`src/mksd_pkg.sv`:
```
package mksd_pkg;

  localparam int unsigned ROWS = 4;
  localparam int unsigned COLS = 4;
  localparam int unsigned KEYS = ROWS * COLS;
  localparam int unsigned ROW_W = (ROWS > 1) ? $clog2(ROWS) : 1;

  localparam int unsigned COL_SENSE_W = 4;
  localparam int unsigned ROW_DRIVE_W = 4;
  localparam int unsigned KEY_CODE_W = 5;

  localparam int unsigned THR_W = 8;
  localparam logic [THR_W-1:0] THR_RESET = 8'd8;

  // APB register map: one 32-bit register at byte address 0
  localparam int unsigned PADDR_W = 3;
  localparam int unsigned PDATA_W = 32;
  localparam int unsigned REG_IDX_W = PADDR_W - 2;
  localparam logic [REG_IDX_W-1:0] REG_THRESHOLD = '0;

  typedef logic [COLS-1:0] row_bits_t;

endpackage

```
`src/mksd_if.sv`:
```
interface mksd_in_if;
  logic                                 valid;
  logic                                 ready;
  logic [mksd_pkg::COL_SENSE_W-1:0]     column_sense;

  modport source (output valid, output column_sense, input ready);
  modport sink (input valid, input column_sense, output ready);
endinterface

interface mksd_out_if;
  logic                                 valid;
  logic                                 ready;
  logic [mksd_pkg::ROW_DRIVE_W-1:0]     row_drive;
  logic [mksd_pkg::KEY_CODE_W-1:0]      key_code;

  modport source (output valid, output row_drive, output key_code, input ready);
  modport sink (input valid, input row_drive, input key_code, output ready);
endinterface

```
`src/mksd_cell.sv`:
```
// One key lane: integrating debounce counter plus stable flag.
module mksd_cell (
  input  logic                       clk_i,
  input  logic                       rst_ni,
  input  logic                       upd_i,
  input  logic                       pressed_i,
  input  logic [mksd_pkg::THR_W-1:0] thresh_i,
  output logic                       stable_o
);

  logic [mksd_pkg::THR_W-1:0] cnt_q, cnt_d;
  logic                       stable_q, stable_d;

  always_comb begin
    cnt_d    = cnt_q;
    stable_d = stable_q;
    if (upd_i) begin
      if (pressed_i) begin
        if (cnt_q < thresh_i) begin
          cnt_d = cnt_q + 1'b1;
        end else begin
          stable_d = 1'b1;
        end
      end else begin
        if (cnt_q != '0) begin
          cnt_d = cnt_q - 1'b1;
        end else begin
          stable_d = 1'b0;
        end
      end
    end
  end

  always_ff @(posedge clk_i or negedge rst_ni) begin
    if (!rst_ni) begin
      cnt_q    <= '0;
      stable_q <= 1'b0;
    end else begin
      cnt_q    <= cnt_d;
      stable_q <= stable_d;
    end
  end

  // next flag, so the result of this transfer already sees the update
  assign stable_o = stable_d;

endmodule

```
`src/mksd_merge.sv`:
```
// Merge of the lanes: lowest-numbered stable key wins, code is index + 1.
module mksd_merge (
  input  logic [mksd_pkg::KEYS-1:0]       stable_i,
  output logic [mksd_pkg::KEY_CODE_W-1:0] key_code_o
);

  always_comb begin
    key_code_o = '0;
    for (int k = mksd_pkg::KEYS - 1; k >= 0; k--) begin
      if (stable_i[k]) begin
        key_code_o = mksd_pkg::KEY_CODE_W'(k + 1);
      end
    end
  end

endmodule

```
`src/matrix_keypad_scan_debounce_unit.sv`:
```
// Keypad scanner with per-key integrating debounce.
// Result: valid in the cycle after the scan tick transfer (output register).
// Throughput: a tick per cycle unless stalled; all key lanes update on the last row.
// Reset: row index, raw rows, counters and stable flags clear; threshold resets to 8.
module matrix_keypad_scan_debounce_unit (
  input  logic                            clk_i,
  input  logic                            rst_ni,
  mksd_in_if.sink                         sense_i,
  mksd_out_if.source                      result_o,
  input  logic                            psel,
  input  logic                            penable,
  input  logic                            pwrite,
  input  logic [mksd_pkg::PADDR_W-1:0]    paddr,
  input  logic [mksd_pkg::PDATA_W-1:0]    pwdata,
  output logic [mksd_pkg::PDATA_W-1:0]    prdata,
  output logic                            pready
);

  // ---------------- configuration ----------------
  logic [mksd_pkg::THR_W-1:0]     thresh_q;
  logic [mksd_pkg::REG_IDX_W-1:0] reg_idx;
  logic                           cfg_wr;

  assign pready  = 1'b1;
  assign reg_idx = paddr[mksd_pkg::PADDR_W-1:2];
  assign cfg_wr  = psel && penable && pwrite && pready;

  always_ff @(posedge clk_i or negedge rst_ni) begin
    if (!rst_ni) begin
      thresh_q <= mksd_pkg::THR_RESET;
    end else if (cfg_wr && (reg_idx == mksd_pkg::REG_THRESHOLD)) begin
      thresh_q <= pwdata[mksd_pkg::THR_W-1:0];
    end
  end

  always_comb begin
    prdata = '0;
    if (reg_idx == mksd_pkg::REG_THRESHOLD) begin
      prdata = mksd_pkg::PDATA_W'(thresh_q);
    end
  end

  // ---------------- scan ----------------
  logic                          in_xfer;
  logic                          out_valid_q;
  logic [mksd_pkg::ROW_W-1:0]    row_q, row_d;
  mksd_pkg::row_bits_t           raw_q   [mksd_pkg::ROWS];
  mksd_pkg::row_bits_t           raw_now [mksd_pkg::ROWS];
  logic                          last_row;
  logic                          upd;
  logic [mksd_pkg::KEYS-1:0]     stable;
  logic [mksd_pkg::KEY_CODE_W-1:0]  key_code;
  logic [mksd_pkg::ROW_DRIVE_W-1:0] drive;
  logic [mksd_pkg::ROW_DRIVE_W-1:0] drive_q;
  logic [mksd_pkg::KEY_CODE_W-1:0]  key_code_q;

  assign sense_i.ready = !out_valid_q || result_o.ready;
  assign in_xfer       = sense_i.valid && sense_i.ready;
  assign last_row      = (row_q == mksd_pkg::ROW_W'(mksd_pkg::ROWS - 1));
  assign upd           = in_xfer && last_row;
  assign row_d         = last_row ? '0 : row_q + 1'b1;

  // current row sees this tick's column bits
  always_comb begin
    for (int r = 0; r < mksd_pkg::ROWS; r++) begin
      raw_now[r] = raw_q[r];
      if (row_q == mksd_pkg::ROW_W'(r)) begin
        raw_now[r] = sense_i.column_sense[mksd_pkg::COLS-1:0];
      end
    end
  end

  always_ff @(posedge clk_i or negedge rst_ni) begin
    if (!rst_ni) begin
      row_q <= '0;
      for (int r = 0; r < mksd_pkg::ROWS; r++) begin
        raw_q[r] <= '0;
      end
    end else if (in_xfer) begin
      row_q <= row_d;
      for (int r = 0; r < mksd_pkg::ROWS; r++) begin
        raw_q[r] <= raw_now[r];
      end
    end
  end

  for (genvar r = 0; r < mksd_pkg::ROWS; r++) begin : g_row
    for (genvar c = 0; c < mksd_pkg::COLS; c++) begin : g_col
      mksd_cell u_cell (
        .clk_i     (clk_i),
        .rst_ni    (rst_ni),
        .upd_i     (upd),
        .pressed_i (raw_now[r][c]),
        .thresh_i  (thresh_q),
        .stable_o  (stable[r*mksd_pkg::COLS + c])
      );
    end
  end

  mksd_merge u_merge (
    .stable_i   (stable),
    .key_code_o (key_code)
  );

  always_comb begin
    for (int i = 0; i < mksd_pkg::ROW_DRIVE_W; i++) begin
      drive[i] = (i < mksd_pkg::ROWS) && (row_d == mksd_pkg::ROW_W'(i));
    end
  end

  // ---------------- output register ----------------
  always_ff @(posedge clk_i or negedge rst_ni) begin
    if (!rst_ni) begin
      out_valid_q <= 1'b0;
    end else if (sense_i.ready) begin
      out_valid_q <= sense_i.valid;
    end
  end

  always_ff @(posedge clk_i) begin
    if (in_xfer) begin
      drive_q    <= drive;
      key_code_q <= key_code;
    end
  end

  assign result_o.valid     = out_valid_q;
  assign result_o.row_drive = drive_q;
  assign result_o.key_code  = key_code_q;

  // ---------------- assertions ----------------
  a_row_wrap: assert property (@(posedge clk_i) disable iff (!rst_ni)
    (in_xfer && last_row) |=> (row_q == '0))
    else $error("row index did not wrap after last row");

  a_row_hold: assert property (@(posedge clk_i) disable iff (!rst_ni)
    !in_xfer |=> $stable(row_q))
    else $error("row index moved without a transfer");

  a_drive_onehot: assert property (@(posedge clk_i) disable iff (!rst_ni)
    out_valid_q |-> $onehot(drive_q))
    else $error("row drive not one-hot");

  a_drive_matches_row: assert property (@(posedge clk_i) disable iff (!rst_ni)
    in_xfer |=> (drive_q == (mksd_pkg::ROW_DRIVE_W'(1) << row_q)))
    else $error("row drive disagrees with row index");

  a_code_range: assert property (@(posedge clk_i) disable iff (!rst_ni)
    out_valid_q |-> (key_code_q <= mksd_pkg::KEY_CODE_W'(mksd_pkg::KEYS)))
    else $error("key code out of range");

endmodule
```
`src/flat_wrapper.sv`:
```
// flat-port wrapper written by rule: the top's interface ports become plain ports
module matrix_keypad_scan_debounce_unit_flat 
  (clk_i, rst_ni, psel, penable, pwrite, paddr, pwdata, prdata, pready, sense_i_valid, sense_i_column_sense, sense_i_ready, result_o_valid, result_o_row_drive, result_o_key_code, result_o_ready);
  mksd_in_if sense_i_i ();
  mksd_out_if result_o_i ();
  input  logic clk_i;
  input  logic rst_ni;
  input  logic psel;
  input  logic penable;
  input  logic pwrite;
  input  logic [mksd_pkg::PADDR_W-1:0] paddr;
  input  logic [mksd_pkg::PDATA_W-1:0] pwdata;
  output logic [mksd_pkg::PDATA_W-1:0] prdata;
  output logic pready;
  input wire logic [$bits(sense_i_i.valid)-1:0] sense_i_valid;
  input wire logic [$bits(sense_i_i.column_sense)-1:0] sense_i_column_sense;
  output wire logic [$bits(sense_i_i.ready)-1:0] sense_i_ready;
  output wire logic [$bits(result_o_i.valid)-1:0] result_o_valid;
  output wire logic [$bits(result_o_i.row_drive)-1:0] result_o_row_drive;
  output wire logic [$bits(result_o_i.key_code)-1:0] result_o_key_code;
  input wire logic [$bits(result_o_i.ready)-1:0] result_o_ready;
  assign sense_i_i.valid = sense_i_valid;
  assign sense_i_i.column_sense = sense_i_column_sense;
  assign sense_i_ready = sense_i_i.ready;
  assign result_o_valid = result_o_i.valid;
  assign result_o_row_drive = result_o_i.row_drive;
  assign result_o_key_code = result_o_i.key_code;
  assign result_o_i.ready = result_o_ready;
  matrix_keypad_scan_debounce_unit u_core (.clk_i(clk_i), .rst_ni(rst_ni), .sense_i(sense_i_i), .result_o(result_o_i), .psel(psel), .penable(penable), .pwrite(pwrite), .paddr(paddr), .pwdata(pwdata), .prdata(prdata), .pready(pready));
endmodule
```
`config.mk`:
```
export PLATFORM = sky130hd
export DESIGN_NAME = matrix_keypad_scan_debounce_unit_flat
export DESIGN_NICKNAME = d
export VERILOG_FILES = /design/src/mksd_pkg.sv /design/src/mksd_if.sv /design/src/mksd_cell.sv /design/src/mksd_merge.sv /design/src/matrix_keypad_scan_debounce_unit.sv /design/src/flat_wrapper.sv
export SDC_FILE = /design/constraint.sdc
export NUM_CORES = 1
export LEC_CHECK = 0
export BUFFER_PORTS_ARGS = -buffer_cell sky130_fd_sc_hd__buf_2
export CORE_MARGIN = 4
export CORE_UTILIZATION = 55
export CTS_BUF_LIST = sky130_fd_sc_hd__clkbuf_16
export CTS_CLUSTER_SIZE = 30
export DETAILED_ROUTE_END_ITERATION = 10
export GPL_TIMING_DRIVEN = 0
export PLACE_DENSITY = 0.79
export SETUP_SLACK_MARGIN = 0.4
export SLEW_MARGIN = 20
export SYNTH_ARGS = -nofsm -noshare
export SYNTH_HDL_FRONTEND = slang
export SYNTH_HIERARCHICAL = 1
export SYNTH_SLANG_ARGS = --single-unit
```
`constraint.sdc`:
```
create_clock -name clk_i -period 3.8 [get_ports clk_i]
set_input_delay 0.76 -clock clk_i [delete_from_list [all_inputs] [get_ports clk_i]]
set_output_delay 0.76 -clock clk_i [all_outputs]
set_load 0.01 [all_outputs]
```
Yosys cells after proc, flatten, opt, wreduce, memory -nomap -nowiden
Index checks and enable logic that the tools add are counted.
{"block": "word_totals", "regBits": 180, "input_bits": 46, "out_inout_bits": 44, "word_cells": 309}
{"block": "op_classes", "n_mux": 133, "n_bitwise": 1, "order_cmp": 16, "n_addsub": 33, "reduce_logical": 60, "n_eq_ne": 22}
{"op": "$mux W8", "count": 49}
{"op": "$add A8 B1 Y8 const B", "count": 16}
{"op": "$lt A8 B8 Y1", "count": 16}
{"op": "$reduce_bool A8 Y1", "count": 16}
{"op": "$sub A8 B1 Y8 const B", "count": 16}
{"op": "$mux W1", "count": 64}
{"op": "$mux W4", "count": 12}
{"op": "$reduce_and A3 Y1", "count": 16}
{"op": "$ne A2 B1 Y1 const B", "count": 16}
{"op": "$reduce_bool A2 Y1", "count": 16}
{"op": "$reduce_or A15 Y1", "count": 1}
{"op": "$mux W3", "count": 4}
{"op": "$eq A2 B2 Y1 const B", "count": 4}
{"op": "$reduce_or A7 Y1", "count": 1}
{"op": "$mux W2", "count": 3}
{"op": "$logic_and A1 B1 Y1", "count": 5}
{"op": "$mux W5", "count": 1}
{"op": "$eq A2 B1 Y1 const B", "count": 2}
{"op": "$logic_not A2 Y1", "count": 2}
{"op": "$reduce_or A3 Y1", "count": 1}
{"op": "$add A2 B1 Y2 const B", "count": 1}
{"op": "$logic_not A1 Y1", "count": 1}
{"op": "$logic_or A1 B1 Y1", "count": 1}
{"op": "$not A1 Y1", "count": 1}

Logic depth before layout (Yosys ltp)
Gate-level depths: netlist of run 1.
{"block": "logic_depth", "word_depth": 20, "ltp_mapped": 11, "mapped_depth_nobuf": 11}

By module
The synthesis of run 1 kept the hierarchy.
{"mod": "mksd_cell at u_core.g_row[0].g_col[0].u_cell ...", "instances": 8, "seq_area_each_um2": 225.2, "area_per_inst_um2": 862.1, "cells_per_inst": 85}
{"mod": "mksd_cell at u_core.g_row[1].g_col[0].u_cell ...", "instances": 7, "seq_area_each_um2": 225.2, "area_per_inst_um2": 829.5, "cells_per_inst": 85}
{"mod": "matrix_keypad_scan_debounce_unit", "instances": 1, "seq_area_each_um2": 947.2, "area_per_inst_um2": 1910.6, "cells_per_inst": 133}
{"mod": "mksd_cell at u_core.g_row[3].g_col[3].u_cell", "instances": 1, "seq_area_each_um2": 225.2, "area_per_inst_um2": 864.6, "cells_per_inst": 84}
{"mod": "mksd_merge", "instances": 1, "seq_area_each_um2": 0.0, "area_per_inst_um2": 166.4, "cells_per_inst": 31}

Least setup slack after synthesis of run 1
Ideal clock, no wire load.
{"block": "synth_timing", "path_type": "input-to-reg", "start": "in result_o_ready", "end": "reg u_core.key_code_q, in the netlist u_core/result_o.key_code[2], data pin", "path_stages": 9, "setup_ns": 0.255, "setup_slack_ns": 1.005, "required_time_ns": 3.545, "n_path_buf": 1, "arrival_time_ns": 2.540, "cell_sequence": "nand2b_4 -> and3_1 -> buf_6 -> inv_1 -> o21ai_0 -> o21ai_0 -> nor4_1 -> o21ai_1 -> and2_1"}
{"block": "synth_between", "word_cells_on_any_way": 31, "classes_between": "mux (27); reduce/logical (4)"}
{"item": "start, declared", "line_no": "flat_wrapper.sv:21", "text": "input wire logic [$bits(result_o_i.ready)-1:0] result_o_ready;"}
{"item": "$logic_or A1 B1 Y1", "line_no": "matrix_keypad_scan_debounce_unit.sv:57", "text": "assign sense_i.ready = !out_valid_q || result_o.ready;"}
{"item": "$logic_and A1 B1 Y1", "line_no": "matrix_keypad_scan_debounce_unit.sv:58", "text": "assign in_xfer = sense_i.valid && sense_i.ready;"}
{"item": "$logic_and A1 B1 Y1", "line_no": "matrix_keypad_scan_debounce_unit.sv:60", "text": "assign upd = in_xfer && last_row;"}
{"item": "net u_core.upd", "line_no": "matrix_keypad_scan_debounce_unit.sv:50", "text": "logic upd;"}
{"item": "$mux W1", "line_no": "mksd_cell.sv:17", "text": "if (upd_i) begin"}
{"item": "net u_core.stable, one bit", "line_no": "matrix_keypad_scan_debounce_unit.sv:51", "text": "logic [mksd_pkg::KEYS-1:0] stable;"}
{"item": "$mux W3 (4 in a row)", "line_no": "mksd_merge.sv:10", "text": "if (stable_i[k]) begin"}
{"item": "end signal, assigned", "line_no": "matrix_keypad_scan_debounce_unit.sv:123", "text": "key_code_q <= key_code;"}
{"item": "end, declared", "line_no": "matrix_keypad_scan_debounce_unit.sv:55", "text": "logic [mksd_pkg::KEY_CODE_W-1:0] key_code_q;"}
The timed path passes the listed nets, and every way through them passes these cells.
A chain may end at the register's enable or synchronous reset.

Final worst setup path of run 1
{"block": "layout_timing", "start": "reg u_core/thresh_q[6] in the netlist's numbering", "end": "reg u_core.key_code_q, in the netlist u_core/result_o.key_code[2], data pin"}
{"block": "layout_between", "word_cells_on_any_way": 73, "classes_between": "order compare (15); mux (57); reduce/logical (1)"}
{"item": "start, declared", "line_no": "matrix_keypad_scan_debounce_unit.sv:20", "text": "logic [mksd_pkg::THR_W-1:0] thresh_q;"}
{"item": "start signal, assigned", "line_no": "matrix_keypad_scan_debounce_unit.sv:30", "text": "thresh_q <= mksd_pkg::THR_RESET;"}
{"item": "start signal, assigned", "line_no": "matrix_keypad_scan_debounce_unit.sv:32", "text": "thresh_q <= pwdata[mksd_pkg::THR_W-1:0];"}
{"item": "$lt A8 B8 Y1", "line_no": "mksd_cell.sv:19", "text": "if (cnt_q < thresh_i) begin"}
{"item": "$mux W1", "line_no": "mksd_cell.sv:19"}
{"item": "$mux W1", "line_no": "mksd_cell.sv:18", "text": "if (pressed_i) begin"}
{"item": "$mux W1", "line_no": "mksd_cell.sv:17"}
{"item": "net u_core.stable, one bit", "line_no": "matrix_keypad_scan_debounce_unit.sv:51"}
{"item": "$mux W3 (4 in a row)", "line_no": "mksd_merge.sv:10"}
The timed path passes the listed nets, and every way through them passes these cells.

==> results of run 1 <==
==> registers in the layout, indices dropped and copies added (netlist names) <==
signal                              cells
u_core/g_row.g_col.u_cell/cnt_q       128
u_core/g_row.g_col.u_cell/stable_q     16
u_core/result_o.valid                   1
u_core/raw_q                           16
u_core/result_o.key_code                5
u_core/result_o.row_drive               4
u_core/row_q                            2
u_core/thresh_q                         8
==> cell type report <==
type,count,share of cell area (%)
clock inverter,15,0.962
multi-input combinational,1138,59.9
inverter,184,4.05
clock buffer,17,2.50
buffer,44,1.72
timing repair buffer,39,1.34
tap,378,2.77
sequential,180,26.8
==> final timing paths <==
kind / to / cells after the start / slack (ps)
worst min-delay path: u_core/g_row[2].g_col[2].u_cell/cnt_q[0] / 1 / 340
min in group clk_i: u_core/g_row[2].g_col[1].u_cell/cnt_q[7] / 1 / 510
max in group asynchronous: u_core/raw_q[14] / 2 / 2590
worst min register to register: u_core/g_row[2].g_col[1].u_cell/cnt_q[7] / 1 / 510
worst max-delay path: u_core/result_o.key_code[2] / 9 / 410
worst max register to register: u_core/result_o.key_code[2] / 9 / 410
==> worst register-to-register path, stage by stage, from the launching register on <==
cell     delay (ps)
dfrtp_2         730
inv_1           120
ha_1            340
and3_4          180
a221o_1         370
a22oi_4         190
o21ai_0         320
nor4_1          550
o21ai_1         160
and2_1          180
==> cells by family (layout without fill, tap and decap cells) <==
| kind of cell | after synthesis | in the layout | synth area share, % |
|---|---|---|---|
| compound gates | 345 | 345 | 16.5 |
| simple gates | 307 | 307 | 12.3 |
| fa+ha+maj | 228 | 228 | 19.0 |
| buf+inv | 228 | 299 | 6.26 |
| flops | 180 | 180 | 29.1 |
| mux | 138 | 138 | 11.6 |
| xor+xnor | 95 | 95 | 5.32 |
| other cells | 2 | 25 | 0.0480 |
==> placed cells by master (no fill, tap or decap), drive strengths merged, types with 2 or more instances in the layout <==
cell type and instances:
a211oi 2, a21o 63, a21oi 65, a221o 16
a22oi 16, a31o 16, a31oi 16, and2b 8
and3 22, buf 68, bufinv 3, clkbuf 32
clkinv 5, clkinvlp 2, conb 25, dfrtp 170
edfxtp 9, fa 16, ha 212, inv 189
mux2 137, nand2 35, nand3 47, nand4 17
nor2 85, nor3 36, nor3b 16, nor4 18
o2111a 16, o2111ai 32, o211ai 16, o21a 18
o21ai 66, or4b 15, xnor2 64, xor2 31
==> metal layers <==
layer	global-route usage [%]	part of all wire, %	up-vias	wire length (um)
met5	0	0.037	-	13
met2	40.3	50	242	17400
met1	28.9	43	5754	15100
met4	7.83	2.8	2	986
met3	3.14	3.6	77	1260
li1	-	-	5702	-
==> per-stage QoR <==
| step | instances | hold slack, ps | setup TNS [ps] | worst slack (ps) |
|---|---|---|---|---|
| final | 1995 | 337 | 0 | 409 |
| after global routing | 1995 | 407 | 0 | 377 |
| after CTS | 1995 | 367 | 0 | 409 |
| after detailed placement | 1963 | 495 | 0 | 126 |
| after global placement | 1962 | 488 | -134610 | -810 |
| after floorplan | 1546 | 464 | 0 | 1000 |
==> flow_summary.ini, run 1 <==
[yosys]
synth_top_area_share_pct = 27.2
ys_async_sr_fraction_pct = 95.0
synth_cell_type_count = 59
ys_warn_count = 6
syn_area_sq_mm = 0.0156
postSynthCellCount = 1523
synth.most_common_cell = ha_1
synth_seq_cells = 180
avgSynthCellArea_sq_um = 10.3
synth_edf_count = 9
ys_dominant_reg_cell = dfrtp_1
yosysTopAreaCell = dfrtp_1
synth_area_leaders = dfrtp_1 (27%), ha_1 (17%), mux2_4 (6.6%), mux2_2 (4.9%), inv_1 (4.4%)
ys_seq_area_share_pct = 29.1
synthTopCellsByCount = ha_1 (212), inv_1 (183), dfrtp_1 (170), nor2_1 (85), mux2_4 (69)

[setup_path]
r2r_start = u_core/thresh_q[6]
worstSetupStartpoint = u_core/thresh_q[6]
slowest_stage = dfrtp_2
cpPeakStageDelay_ps = 730
crit_required_ps = 3990
crit_fanout = 18
crit_buf_inv = 1
cp_cell_sequence = inv_1, ha_1, and3_4, a221o_1, a22oi_4, o21ai_0, nor4_1, o21ai_1, and2_1
cp.arrival_ps = 3580
worst_setup_path_end_kind = register
worst-setup-path-type = register to register
start_kind = register
path_delay_family = compound AO/OA/AOI/OAI gates

[grt]
overflow = 0
grt_start_max_net_pins = 92
grt_pass1_wl_um = 59200
grt_util_all_layers_pct = 22.9
antenna_found_initial = 1
first_global_vias = 12100

[cells_and_area]
seqCellArea_sq_mm = 0.00456
fin_area_sq_mm = 0.0170
finish.utilization_pct = 61.0
drive_above_1_share_pct = 19.7
area_delta_synth_final_pct = 8.94
nNetsFinal = 1878
num-fill-cells = 2229
multi_input_area_sq_mm = 0.0102
antenna_cells = 0

[clock_tree]
clock_latency_ps = 440
cts_tree = built
clkSinkCount = 180
path_clk_slew_ps = 70
htreeDepth = 4
cts_buffers = 17
cts_max_path_buffers = 2
cts_hold_buf = 0
root_buffer = clkbuf_16
post_cts_resized = 6
post-cts-setup-buffers = 0

[min_path]
hold_class = primary input to async pin

[floorplan]
num_rows = 61
die_h_um = 177
ios = 90
die_x_um = 177
die-area_sq_mm = 0.0312
design.core.area_sq_mm = 0.0279
start_util_pct = 56.0

[detailed_routing]
ant_nets = 0
wire_per_inst_um = 17.4
wirelength_um = 34800
vias = 11800
via_per_inst = 5.90
drtIter0Drc = 677
drt-pass1-iter-count = 5
drc_errors = 0

[sta]
fin_crit_ps = 3390
hold_viol = 0
fin_crit_sh_pct = 89.2
finClkSkew_ps = 10.6
rsz0062_at_grt = false
fmax_mhz = 295
report.final.setup_viol = 0
maxSlewViolCount = 0
slew_headroom_pct = 33.3
max_slew.worst_pin.slew_ps = 1000

[place]
dpl.hpwl_um = 24800
place_congestion = 0.883
placed_area_sq_mm = 0.0164
io_buffer_count = 38

[run_status]
status = complete, no violations

[flow_run]
cap_viol_max_count = 0
Power of run 1 is not shown: default switching activity piles up to over one toggle a cycle in this logic, so the estimate is an artifact.
==> run 2, diff against run 1 <==
--- a/config.mk
+++ b/config.mk
@@ -5,6 +5,7 @@
 export SDC_FILE = /design/constraint.sdc
 export NUM_CORES = 1
 export LEC_CHECK = 0
+export ABC_AREA = 1
 export BUFFER_PORTS_ARGS = -buffer_cell sky130_fd_sc_hd__buf_2
 export CORE_MARGIN = 4
 export CORE_UTILIZATION = 55
==> run 2 against run 1 <==
Net effect:
- final area up 5.7%
- maximum frequency up 8.9%
- via count up 28%
- routed wire length up 12%
- cell count up 40%
- global-route usage up 1.0 points
- clock skew up 3.9 ps
==> flow_summary.ini, run 2 <==
[sta]
worst_slack_ps = 686
holdWs_ps = 222
maxSlewViolCount = 0
finClkSkew_ps = 14.5
fin_tns_setup_ps = 0
report.final.setup_viol = 0
fmax_mhz = 321
max_slew.worst_pin.slew_ps = 778
hold_viol = 0
fin_crit_ps = 3110
slew_headroom_pct = 48.1
fin_crit_sh_pct = 81.9
rsz0062_at_grt = false

[floorplan]
die_x_um = 181
die_h_um = 181
design.core.area_sq_mm = 0.0296
die-area_sq_mm = 0.0328
ios = 90
num_rows = 63
start_util_pct = 55.7

[place]
preCtsSetupSlack_ps = -66.5
place_congestion = 0.871
dpl.hpwl_um = 28200
placed_area_sq_mm = 0.0173
io_buffer_count = 37

[cells_and_area]
final_cell_mix = nand2_1 (796), inv_1 (276), nand3_1 (251)
fin_area_sq_mm = 0.0180
nNetsFinal = 2672
largest_register_ffs = 128
reg_top3 = u_core/g_row.g_col.u_cell/cnt_q: 128 flops, u_core/g_row.g_col.u_cell/stable_q: 16 flops, u_core/raw_q: 16 flops
area_delta_synth_final_pct = 9.12
finish.utilization_pct = 60.8
drive_above_1_share_pct = 10.8
top_register = u_core/g_row.g_col.u_cell/cnt_q
final_common_cell = nand2_1
antenna_cells = 0

[clock_tree]
root_buffer = clkbuf_16
clock_latency_ps = 440
htreeDepth = 4
cts_tree = built
path_clk_slew_ps = 80
cts_max_path_buffers = 2
clkSinkCount = 180
cts_buffers = 17

[detailed_routing]
drc_errors = 0
drtIter0Drc = 996
wirelength_um = 39000
drt-pass1-iter-count = 8
via_per_inst = 5.38
vias = 15100
ant_nets = 0
wire_per_inst_um = 13.9

[setup_path]
worst_setup_path_end_kind = register
cpPeakStageDelay_ps = 840
cp_common_cell = nand2_1
rr_endpoint = u_core/result_o.key_code[0]
regToRegSetupSlack_ps = 690
worst-setup-path-type = register to register
r2r_start = u_core/thresh_q[3]
crit_fanout = 18
worstSetupStartpoint = u_core/thresh_q[3]
crit_required_ps = 4000
reg2regPathDepth = 25
cp.arrival_ps = 3310
start_kind = register
slowest_stage = dfstp_4

[yosys]
avgSynthCellArea_sq_um = 7.13
synth_seq_cells = 180
synth_cell_type_count = 34
synth_edf_count = 9
synthTopCellsByCount = nand2_1 (797), inv_1 (276), nand3_1 (251), ha_1 (212), dfrtp_1 (170)
syn_area_sq_mm = 0.0165
ys_seq_area_share_pct = 27.6
synth_top_area_share_pct = 25.8
synth.most_common_cell = nand2_1
ys_warn_count = 6
ys_async_sr_fraction_pct = 95.0
yosysTopAreaCell = dfrtp_1
synth_area_leaders = dfrtp_1 (26%), nand2_1 (18%), ha_1 (16%), nand3_1 (7.6%), inv_1 (6.3%)
postSynthCellCount = 2314
ys_dominant_reg_cell = dfrtp_1

[power_and_ir_drop]
combPwrFrac_pct = 68.1
power_density_mw_per_mm2 = 991
p_sw_mw = 9.45
p_sw_share_pct = 53.0
seqPwrFrac_pct = 21.4
p_leak_nw = 10.2
p_int_mw = 8.39
ir_worst_vdd_uv = 593
clkPwrFrac_pct = 10.4

[min_path]
hold_class = primary input to async pin

[grt]
grt_util_all_layers_pct = 23.9
grt_start_max_net_pins = 63
first_global_vias = 14700
antenna_found_initial = 1
overflow = 0
grt_pass1_wl_um = 67300

[run_status]
status = complete, no violations

[flow_run]
cap_viol_max_count = 0
-- run 2: cell types whose count changed in the layout (fill, tap and decap cells not counted), sizes merged, moves of 47 or more --
cell / previous run / this run
xnor2: 64 / 17
mux2: 137 / 0
nand2: 35 / 861
a21o: 63 / 16
nand3: 47 / 251
nor2: 85 / 142
inv: 189 / 332
-- run 2: worst max-delay path: cells and delay by family, from the launching register on --
family                   cells  cell delay (ps)
AND/OR/NAND/NOR             20             1140
flip-flops                   1              840
AO/OA/AOI/OAI                1              340
buffers and inverters        3              210
adder cells (fa/ha/maj)      1              310
-- run 2: cells by family after synthesis --
| kind of cell | after synthesis | share of synthesized area (%) |
|---|---|---|
| AND/OR/NAND/NOR | 1322 | 36.6 |
| flip-flops | 180 | 27.6 |
| XOR/XNOR | 64 | 3.40 |
| buffers and inverters | 353 | 8.71 |
| other | 2 | 0.0455 |
| adder cells (fa/ha/maj) | 228 | 18.0 |
| AO/OA/AOI/OAI | 165 | 5.66 |
-- run 2: through the flow --
step                total power [mW]  instances
finish                          17.8       2801
global placement                15.2       2764
global route                    20.0       2801
CTS                             17.8       2799
detailed placement              15.8       2767
floorplan                       13.3       2337
-- run 2: final cells by class --
class                      count  area [sq um]
tap                          390           488
fill                        2658         11600
sequential                   180          4560
clock inverter                15           186
multi-input combinational   1804         10600
buffer                        28           218
timing repair buffer          42           280
inverter                     325          1220
clock buffer                  17           425
-- run 2: routing by layer --
metal / vias to the layer above / track usage (%) / wire [um]
met1: 7075 / 30.3 / 17200
met4: 2 / 8.86 / 1170
li1: 7545 / - / -
met2: 344 / 41.8 / 19000
met5: - / 0 / 7
met3: 93 / 3.06 / 1580
-- run 2: worst max-delay path by stage --
stage / endpoint / slack, ps / cells past startpoint
6_report: u_core/result_o.key_code[0] / 690 / 25
2_1_floorplan: u_core/result_o.key_code[0] / 480 / 24
5_1_grt: u_core/result_o.key_code[0] / 400 / 23
3_3_place_gp: u_core/result_o.key_code[0] / -1030 / 25
3_5_place_dp: u_core/result_o.key_code[0] / -70 / 26
4_1_cts: u_core/result_o.key_code[0] / 420 / 25
-- run 2: what timing repair did --
item / in CTS / in global routing
hold buffers: 0 / 0
gates resized for setup: 2 / 11
endpoints found under the setup margin: 1 / 5
pin swaps: 0 / 1
setup buffers: 0 / 2
-- run 2: power groups by stage --
stage | sequential, mW | clock, mW | combinational [mW]
2_1_floorplan | 3.44 | 0 | 9.83
3_3_place_gp | 3.78 | 0 | 11.4
3_5_place_dp | 3.82 | 0 | 12.0
4_1_cts | 3.80 | 1.88 | 12.1
5_1_grt | 3.93 | 1.96 | 14.1
6_report | 3.82 | 1.86 | 12.2
No activity file was read; power rests on OpenSTA's default activity.
